$ cat src/design/scsu_pkg.sv
// Shared types, command codes and offset tables for the SCSU single-byte decoder.
`timescale 1ns / 1ps

package scsu_pkg;

  localparam int QueueDepth = 4;

  // Single-byte mode command codes
  localparam logic [7:0] CmdQuoteFirst  = 8'h01;
  localparam logic [7:0] CmdQuoteLast   = 8'h08;
  localparam logic [7:0] CmdQuoteUni    = 8'h0E;
  localparam logic [7:0] CmdSelectFirst = 8'h10;
  localparam logic [7:0] CmdSelectLast  = 8'h17;
  localparam logic [7:0] CmdDefineFirst = 8'h18;
  localparam logic [7:0] CmdDefineLast  = 8'h1F;

  // Offset byte ranges of a window definition
  localparam logic [7:0]  OffHangulFirst = 8'h68;
  localparam logic [7:0]  OffReservedLo  = 8'hA8;
  localparam logic [7:0]  OffFixedFirst  = 8'hF9;
  localparam logic [15:0] HangulBase     = 16'hAC00;

  typedef enum logic [2:0] {
    PendNone   = 3'd0,
    PendQuote  = 3'd1,
    PendUHigh  = 3'd2,
    PendULow   = 3'd3,
    PendDefine = 3'd4
  } pend_e;

  // One queue entry: all results caused by one input item
  typedef struct packed {
    logic        char_valid;
    logic [15:0] char_unit;
    logic        term;
  } entry_t;

  function automatic logic [15:0] static_offset(input logic [2:0] idx);
    logic [15:0] r;
    case (idx)
      3'd0: r = 16'h0000;
      3'd1: r = 16'h0080;
      3'd2: r = 16'h0100;
      3'd3: r = 16'h0300;
      3'd4: r = 16'h2000;
      3'd5: r = 16'h2080;
      3'd6: r = 16'h2100;
      3'd7: r = 16'h3000;
      default: r = 16'h0000;
    endcase
    return r;
  endfunction

  function automatic logic [15:0] default_offset(input logic [2:0] idx);
    logic [15:0] r;
    case (idx)
      3'd0: r = 16'h0080;
      3'd1: r = 16'h00C0;
      3'd2: r = 16'h0400;
      3'd3: r = 16'h0600;
      3'd4: r = 16'h0900;
      3'd5: r = 16'h3040;
      3'd6: r = 16'h30A0;
      3'd7: r = 16'hFF00;
      default: r = 16'h0000;
    endcase
    return r;
  endfunction

  function automatic logic [15:0] fixed_offset(input logic [2:0] idx);
    logic [15:0] r;
    case (idx)
      3'd0: r = 16'h00C0;
      3'd1: r = 16'h0250;
      3'd2: r = 16'h0370;
      3'd3: r = 16'h0530;
      3'd4: r = 16'h3040;
      3'd5: r = 16'h30A0;
      3'd6: r = 16'hFF60;
      default: r = 16'h0000;
    endcase
    return r;
  endfunction

  function automatic logic [15:0] offset_from_byte(input logic [7:0] w);
    logic [15:0] shifted;
    logic [15:0] r;
    shifted = {1'b0, w, 7'b0};
    if (w >= OffHangulFirst && w < OffReservedLo) begin
      r = shifted + HangulBase;
    end else if (w >= OffFixedFirst) begin
      r = fixed_offset(w[2:0] - 3'd1);
    end else begin
      r = shifted;
    end
    return r;
  endfunction

endpackage

$ cat src/design/scsu_single_byte_decoder_top.sv
// Top level of the SCSU single-byte mode decoder.
//
// Input channel: one compressed byte per item (code_byte_i) with string_end_i
// marking the last byte of a string; accepted when in_valid_i is high and
// in_stall_o is low. Output channel: one UTF-16 code unit per item
// (code_unit_o) with terminator_o set on the zero that closes each string;
// taken when out_valid_o is high and out_stall_i is low.
// One byte is accepted per cycle while the queue is not full. A byte yields
// zero, one or two results, passed through the queue to the output register.
// One result is output per cycle while out_stall_i is low; a byte with both a
// character and the terminator emits the character first. Window state is
// updated in the accept cycle; a QUEUE_DEPTH-entry queue buffers results
// ahead of the output register, and in_stall_o rises only when it is full.
// Reset clears the queue and output register and loads the default window
// offsets, active window 0 and no pending command. While the receiver stalls,
// the output holds and bytes keep being accepted until the queue fills.
`timescale 1ns / 1ps

module scsu_single_byte_decoder_top #(
  parameter int QUEUE_DEPTH = scsu_pkg::QueueDepth
) (
  input  logic        clk_i,
  input  logic        rst_ni,
  input  logic        in_valid_i,
  output logic        in_stall_o,
  input  logic [7:0]  code_byte_i,
  input  logic        string_end_i,
  output logic        out_valid_o,
  input  logic        out_stall_i,
  output logic [15:0] code_unit_o,
  output logic        terminator_o
);

  scsu_pkg::entry_t wr_entry;
  scsu_pkg::entry_t rd_entry;
  logic             push;
  logic             pop;
  logic             full;
  logic             empty;
  logic             accept;

  assign in_stall_o = full;
  assign accept     = in_valid_i && !full;

  scsu_front u_front (
    .clk_i        (clk_i),
    .rst_ni       (rst_ni),
    .accept_i     (accept),
    .code_byte_i  (code_byte_i),
    .string_end_i (string_end_i),
    .push_o       (push),
    .entry_o      (wr_entry)
  );

  scsu_queue #(
    .Depth (QUEUE_DEPTH)
  ) u_queue (
    .clk_i      (clk_i),
    .rst_ni     (rst_ni),
    .push_i     (push),
    .wr_entry_i (wr_entry),
    .pop_i      (pop),
    .rd_entry_o (rd_entry),
    .full_o     (full),
    .empty_o    (empty)
  );

  scsu_back u_back (
    .clk_i        (clk_i),
    .rst_ni       (rst_ni),
    .entry_i      (rd_entry),
    .empty_i      (empty),
    .pop_o        (pop),
    .out_valid_o  (out_valid_o),
    .out_stall_i  (out_stall_i),
    .code_unit_o  (code_unit_o),
    .terminator_o (terminator_o)
  );

endmodule

$ cat src/design/scsu_front.sv
// Front end: accepts bytes, tracks window state and pending commands, builds queue entries.
`timescale 1ns / 1ps

module scsu_front (
  input  logic              clk_i,
  input  logic              rst_ni,
  input  logic              accept_i,
  input  logic [7:0]        code_byte_i,
  input  logic              string_end_i,
  output logic              push_o,
  output scsu_pkg::entry_t  entry_o
);

  logic [15:0]     win_q [8];
  logic [15:0]     win_d [8];
  logic [2:0]      act_q, act_d;
  logic [2:0]      pw_q, pw_d;
  logic [7:0]      high_q, high_d;
  scsu_pkg::pend_e pend_q, pend_d;

  logic [2:0]  sel_win;
  logic [15:0] base;
  logic [15:0] sum;
  logic        char_valid;
  logic [15:0] char_unit;
  logic [7:0]  b;

  assign b       = code_byte_i;
  // one read port on the window file: quote reads its named window, else the active one
  assign sel_win = (pend_q == scsu_pkg::PendQuote) ? pw_q : act_q;
  always_comb begin
    if (b[7]) begin
      base = win_q[sel_win];
    end else if (pend_q == scsu_pkg::PendQuote) begin
      base = scsu_pkg::static_offset(pw_q);
    end else begin
      base = 16'h0000;
    end
  end
  assign sum = base + {9'b0, b[6:0]};

  always_comb begin
    win_d      = win_q;
    act_d      = act_q;
    pw_d       = pw_q;
    high_d     = high_q;
    pend_d     = scsu_pkg::PendNone;
    char_valid = 1'b0;
    char_unit  = sum;
    case (pend_q)
      scsu_pkg::PendQuote: begin
        char_valid = 1'b1;
      end
      scsu_pkg::PendUHigh: begin
        high_d = b;
        pend_d = scsu_pkg::PendULow;
      end
      scsu_pkg::PendULow: begin
        char_valid = 1'b1;
        char_unit  = {high_q, b};
      end
      scsu_pkg::PendDefine: begin
        win_d[pw_q] = scsu_pkg::offset_from_byte(b);
        act_d       = pw_q;
      end
      default: begin
        if (b >= scsu_pkg::CmdQuoteFirst && b <= scsu_pkg::CmdQuoteLast) begin
          pw_d   = b[2:0] - 3'd1;
          pend_d = scsu_pkg::PendQuote;
        end else if (b == scsu_pkg::CmdQuoteUni) begin
          pend_d = scsu_pkg::PendUHigh;
        end else if (b >= scsu_pkg::CmdSelectFirst && b <= scsu_pkg::CmdSelectLast) begin
          act_d = b[2:0];
        end else if (b >= scsu_pkg::CmdDefineFirst && b <= scsu_pkg::CmdDefineLast) begin
          pw_d   = b[2:0];
          pend_d = scsu_pkg::PendDefine;
        end else begin
          char_valid = 1'b1;
        end
      end
    endcase
  end

  assign push_o             = accept_i && (char_valid || string_end_i);
  assign entry_o.char_valid = char_valid;
  assign entry_o.char_unit  = char_unit;
  assign entry_o.term       = string_end_i;

  always_ff @(posedge clk_i or negedge rst_ni) begin
    if (!rst_ni) begin
      for (int i = 0; i < 8; i++) begin
        win_q[i] <= scsu_pkg::default_offset(3'(i));
      end
      act_q  <= 3'd0;
      pw_q   <= 3'd0;
      high_q <= 8'h00;
      pend_q <= scsu_pkg::PendNone;
    end else if (accept_i) begin
      if (string_end_i) begin
        // end of string: windows back to defaults, pending command dropped
        for (int i = 0; i < 8; i++) begin
          win_q[i] <= scsu_pkg::default_offset(3'(i));
        end
        act_q  <= 3'd0;
        pw_q   <= 3'd0;
        high_q <= 8'h00;
        pend_q <= scsu_pkg::PendNone;
      end else begin
        win_q  <= win_d;
        act_q  <= act_d;
        pw_q   <= pw_d;
        high_q <= high_d;
        pend_q <= pend_d;
      end
    end
  end

endmodule

$ cat src/design/scsu_queue.sv
// Small FIFO of result entries between the front end and the output stage.
`timescale 1ns / 1ps

module scsu_queue #(
  parameter int Depth = scsu_pkg::QueueDepth
) (
  input  logic              clk_i,
  input  logic              rst_ni,
  input  logic              push_i,
  input  scsu_pkg::entry_t  wr_entry_i,
  input  logic              pop_i,
  output scsu_pkg::entry_t  rd_entry_o,
  output logic              full_o,
  output logic              empty_o
);

  localparam int PtrW = (Depth > 1) ? $clog2(Depth) : 1;
  localparam int CntW = $clog2(Depth + 1);
  localparam logic [PtrW-1:0] LastPtr = PtrW'(Depth - 1);
  localparam logic [CntW-1:0] FullCnt = CntW'(Depth);

  scsu_pkg::entry_t mem_q [Depth];
  logic [PtrW-1:0]  wr_ptr_q, rd_ptr_q;
  logic [CntW-1:0]  cnt_q;

  assign full_o     = (cnt_q == FullCnt);
  assign empty_o    = (cnt_q == '0);
  assign rd_entry_o = mem_q[rd_ptr_q];

  always_ff @(posedge clk_i) begin
    if (push_i) begin
      mem_q[wr_ptr_q] <= wr_entry_i;
    end
  end

  always_ff @(posedge clk_i or negedge rst_ni) begin
    if (!rst_ni) begin
      wr_ptr_q <= '0;
      rd_ptr_q <= '0;
      cnt_q    <= '0;
    end else begin
      if (push_i) begin
        wr_ptr_q <= (wr_ptr_q == LastPtr) ? '0 : wr_ptr_q + PtrW'(1);
      end
      if (pop_i) begin
        rd_ptr_q <= (rd_ptr_q == LastPtr) ? '0 : rd_ptr_q + PtrW'(1);
      end
      if (push_i && !pop_i) begin
        cnt_q <= cnt_q + CntW'(1);
      end else if (pop_i && !push_i) begin
        cnt_q <= cnt_q - CntW'(1);
      end
    end
  end

  a_no_overflow: assert property (@(posedge clk_i) disable iff (!rst_ni)
    !(push_i && full_o && !pop_i))
    else $error("queue push while full");
  a_no_underflow: assert property (@(posedge clk_i) disable iff (!rst_ni)
    !(pop_i && empty_o))
    else $error("queue pop while empty");
  a_count_bound: assert property (@(posedge clk_i) disable iff (!rst_ni)
    cnt_q <= FullCnt)
    else $error("queue count beyond depth");

endmodule

$ cat src/design/scsu_back.sv
// Output stage: drains queue entries, emitting any character, then any terminator.
`timescale 1ns / 1ps

module scsu_back (
  input  logic              clk_i,
  input  logic              rst_ni,
  input  scsu_pkg::entry_t  entry_i,
  input  logic              empty_i,
  output logic              pop_o,
  output logic              out_valid_o,
  input  logic              out_stall_i,
  output logic [15:0]       code_unit_o,
  output logic              terminator_o
);

  logic        out_valid_q, out_valid_d;
  logic [15:0] unit_q, unit_d;
  logic        term_q, term_d;
  logic        pend_term_q, pend_term_d;
  logic        load;

  // output register can take a new result when empty or being taken
  assign load  = !out_valid_q || !out_stall_i;
  assign pop_o = load && !pend_term_q && !empty_i;

  always_comb begin
    out_valid_d = out_valid_q;
    unit_d      = unit_q;
    term_d      = term_q;
    pend_term_d = pend_term_q;
    if (load) begin
      if (pend_term_q) begin
        out_valid_d = 1'b1;
        unit_d      = 16'h0000;
        term_d      = 1'b1;
        pend_term_d = 1'b0;
      end else if (!empty_i) begin
        out_valid_d = 1'b1;
        if (entry_i.char_valid) begin
          unit_d      = entry_i.char_unit;
          term_d      = 1'b0;
          pend_term_d = entry_i.term;
        end else begin
          unit_d = 16'h0000;
          term_d = 1'b1;
        end
      end else begin
        out_valid_d = 1'b0;
      end
    end
  end

  always_ff @(posedge clk_i or negedge rst_ni) begin
    if (!rst_ni) begin
      out_valid_q <= 1'b0;
      pend_term_q <= 1'b0;
    end else begin
      out_valid_q <= out_valid_d;
      pend_term_q <= pend_term_d;
    end
  end

  always_ff @(posedge clk_i) begin
    unit_q <= unit_d;
    term_q <= term_d;
  end

  assign out_valid_o  = out_valid_q;
  assign code_unit_o  = unit_q;
  assign terminator_o = term_q;

  a_term_zero: assert property (@(posedge clk_i) disable iff (!rst_ni)
    (out_valid_q && term_q) |-> (unit_q == 16'h0000))
    else $error("terminator carries nonzero unit");
  a_pend_term_behind_char: assert property (@(posedge clk_i) disable iff (!rst_ni)
    pend_term_q |-> (out_valid_q && !term_q))
    else $error("held terminator without character ahead of it");
  a_pend_term_holds: assert property (@(posedge clk_i) disable iff (!rst_ni)
    (pend_term_q && out_stall_i) |=> pend_term_q)
    else $error("held terminator lost under stall");

endmodule
$ cat config.mk
export PLATFORM = sky130hd
export DESIGN_NAME = scsu_single_byte_decoder_top
export DESIGN_NICKNAME = d
export VERILOG_FILES = /design/src/design/scsu_pkg.sv /design/src/design/scsu_single_byte_decoder_top.sv /design/src/design/scsu_front.sv /design/src/design/scsu_queue.sv /design/src/design/scsu_back.sv
export SDC_FILE = /design/constraint.sdc
export NUM_CORES = 1
export LEC_CHECK = 0
export CAP_MARGIN = 40
export CORE_ASPECT_RATIO = 0.8
export CORE_MARGIN = 10
export CORE_UTILIZATION = 45
export CTS_CLUSTER_DIAMETER = 40
export DETAILED_ROUTE_END_ITERATION = 8
export DONT_BUFFER_PORTS = 1
export PLACE_DENSITY = 0.69
export SYNTH_ARGS = -nofsm -noshare
export SYNTH_HDL_FRONTEND = slang
export SYNTH_HIERARCHICAL = 1
export SYNTH_SLANG_ARGS = --single-unit
$ cat constraint.sdc
create_clock -name clk_i -period 9.3 [get_ports clk_i]
set_input_delay 0.465 -clock clk_i [delete_from_list [all_inputs] [get_ports clk_i]]
set_output_delay 0.465 -clock clk_i [all_outputs]
set_load 0.02 [all_outputs]
==> flow_summary_export.csv <==
group,metric,value,unit
cells_and_area,n_antenna_cell,0,
min_path,holdCritPathClass,"in2reg",
die,die_area,30410,um2
route,drt_iter0_markers,1086,
pwr,comb_power_share,27.3,%
die,core-area,23400,um2
clocking,cts_tree,"yes",
logic_synthesis,synth_edf_count,89,
place,hpwl,18.82,mm
sta,tightest_slew,0.8910,ns
cells_and_area,area_delta_synth_final,14.18,%
pwr,seq_power_share,39.2,%
logic_synthesis,synth-seq-area-share,53.73,%
cells_and_area,final_nets,971,
pwr,ir_worst_vdd,0.1875,mV
sta,hold_viol,0,
die,rows,50,
pwr,p_int,2.303,mW
route,drtPass1Iterations,5,
route,vias_per_cell,6.059,
cells_and_area,fill_cells,2023,
pwr,power_density,283.2,nW/um2
sta,slew_violations,0,
sta,worst_clock_skew,0.01135,ns
die,io-pin-count,32,
sta,rsz0062_at_grt,"false",
clocking,cts-root-buf,"clkbuf_16",
place,port_buffers,0,
global_route,antenna_found_initial,0,
setup_path,crit_path_max_incr_delay,0.59,ns
die,die_w,192.5,um
logic_synthesis,synth_seq_cells,211,
pwr,p_total,3.463,mW
clocking,clock_sinks,211,
clocking,cts-resized-gates,0,
global_route,grtUsageTotal,18.83,%
logic_synthesis,ys_warn_count,6,
setup_path,cp.required,9.64,ns
setup_path,critPathSlowestCell,"or3b_4",
sta,period_minus_slack,4.183,ns
route,drt_wl_total,28.08,mm
setup_path,endpoint_kind,"flop",
pwr,power_frac_clock,33.5,%
global_route,grt_max_degree,123,
setup_path,critPathMaxFanout,20,
flow_run,max_cap_viol_count,0,
setup_path,path_cells,"or3b_4, a21o_1, buf_8, nand2_1, nand3_1, nand3_1, a21oi_1, ha_1, nor2_1, inv_1, o31ai_1, nor2_1, nand2_1, or2_1, or4_1, a31oi_1",
sta,fin_setup_tns,0,ns
logic_synthesis,synth_top_flop_cell,"dfrtp_1",
global_route,grt_pass1_vias,7537,
setup_path,cp.arrival,4.52,ns
route,num_vias,7695,
logic_synthesis,avgSynthCellArea,11.60,um2
sta,finalCritPeriodShare,44.98,%
setup_path,path_class,"reg2reg",
die,start_util,45.78,%
cells_and_area,final_common_cell,"dfrtp_1",
clocking,cts_setup_buffers,0,
route,drtAntennaViolNets,0,
cells_and_area,most-common-layout-cells,"99 x dfrtp_1, 89 x edfxtp_1, 82 x a22o_1, 77 x nand2_1, 69 x nor2_1",
run_status,status,"finished clean",
cells_and_area,drive_gt1_share,17.01,%
pwr,switching_share,33.49,%
global_route,grt_pass1_wl,44.88,mm
logic_synthesis,synth_area,10710,um2
sta,layout_setup_ws,5.117,ns
pwr,switchingPower,1.160,mW
die,die_h,158.0,um
logic_synthesis,synth.distinct_cells,77,
clocking,clockBufferDepth,3,
global_route,grt_remaining_overflow,0,
logic_synthesis,synthCells,923,
sta,finalSetupViolations,0,
clocking,clkLatencyLatePin,0.55,ns
route,wl_per_cell,22.11,um
clocking,clk_pin_slew,0.06,ns
cells_and_area,fin_util,52.27,%
logic_synthesis,async_reset_ff_share,57.82,%
clocking,cts_max_level,1,
sta,clock.fmax,0.2391,GHz
clocking,cts_hold_buf,2,
place,pre_cts_slack,5.202,ns
place,place.gp.congestion,0.9244,
clocking,cts_buffers,30,
sta,relSlewSlack,40.05,%
setup_path,start_kind,"flop",
route,drc,0,
pwr,p_leak,4.923,nW
[power groups by stage]
stage                     logic (mW)  registers [mW]  clock network [mW]
after floorplan                0.731            1.31                   0
after global placement         0.855            1.38                   0
after detailed placement       0.923            1.37                   0
after CTS                      0.942            1.36                1.18
after global routing            1.04            1.37                1.22
final                          0.945            1.36                1.16
[layer usage]
metal	vias to the layer above	GRT usage, %	wire [um]
li1	3453	-	-
met1	3754	28.24	12580
met2	428	26.20	11760
met3	60	4.068	2956
met4	0	6.301	788
met5	-	0	0
[critical path, delay by kind of cell (launching register included)]
| kind | cells | cell delay [ns] |
|---|---|---|
| adder cells (fa/ha/maj) | 1 | 0.36 |
| AND/OR/NAND/NOR | 9 | 1.89 |
| buffers and inverters | 2 | 0.33 |
| AO/OA/AOI/OAI | 4 | 0.90 |
| flip-flops | 1 | 0.49 |
[Yosys cell counts, types with 15 or more instances]
cell,count,share of area (%)
a22o_1,82,6.7
mux4_2,20,4.2
nor3_1,17,0.79
o21ai_0,22,1.0
mux2i_1,33,3.1
dfrtp_1,99,23
a21oi_1,45,2.1
and2_1,17,0.99
edfxtp_1,89,25
nor2_1,69,2.4
ha_1,22,2.6
dfstp_2,23,5.6
inv_1,29,1.0
o22a_1,15,1.2
clkbuf_1,36,1.3
nand3_1,35,1.6
nand2_1,77,2.7
[cell type report]
class	instances	area (um2)	area share [%]
sequential	211	5754	47.05
multi-input combinational	630	4603	37.64
clock buffer	34	808.3	6.609
tap	312	390.4	3.192
timing repair buffer	31	324.1	2.650
clock inverter	22	236.5	1.934
inverter	30	112.6	0.9208
[state kept, by name, indices dropped and copies added (netlist names)]
| signal | cells |
|---|---|
| u_front/pend_q | 3 |
| u_front/pw_q | 3 |
| u_back/code_unit_o | 16 |
| u_queue/mem_q | 72 |
| u_queue/rd_ptr_q | 2 |
| u_back/terminator_o | 1 |
| u_back/out_valid_o | 1 |
| u_front/act_q | 3 |
| u_front/win_q | 96 |
| u_queue/cnt_q | 3 |
| u_queue/wr_ptr_q | 2 |
| u_back/pend_term_q | 1 |
| u_front/high_q | 8 |
[logic make-up (layout without fill, tap and decap cells)]
logic type,count (synthesis),count (layout),share of synthesized area [%]
simple gates,281,281,13.05
other cells,2,5,0.07012
flops,211,211,53.73
mux,67,67,8.762
compound gates,238,238,16.71
fa+ha+maj,24,24,2.944
buf+inv,85,117,3.516
xor+xnor,15,15,1.227
[path summary, 6_finish.rpt]
| kind | depth (start not counted) | end | from | slack [ns] |
|---|---|---|---|---|
| max in group asynchronous | 2 | u_front/win_q[63] | rst_ni | 8.22 |
| min in group asynchronous | 2 | u_front/win_q[77] | rst_ni | 0.47 |
| hold reg to reg | 2 | u_front/win_q[119] | u_front/win_q[119] | 0.47 |
| hold / removal | 1 | u_front/pend_q[0] | string_end_i | 0.02 |
| setup / recovery | 16 | u_queue/mem_q[2][16] | u_front/pend_q[2] | 5.12 |
| setup reg to reg | 16 | u_queue/mem_q[2][16] | u_front/pend_q[2] | 5.12 |
[stage by stage]
stage | hold slack [ns] | area, um2 | cells
floorplan | 0.1694 | 10720 | 926
global placement | 0.1740 | 10950 | 1195
detailed placement | 0.1738 | 11140 | 1211
CTS | 0.001045 | 12220 | 1269
global route | 0.007212 | 12230 | 1270
finish | 0.02056 | 12230 | 1270
Power figures use the tool's default switching activity.
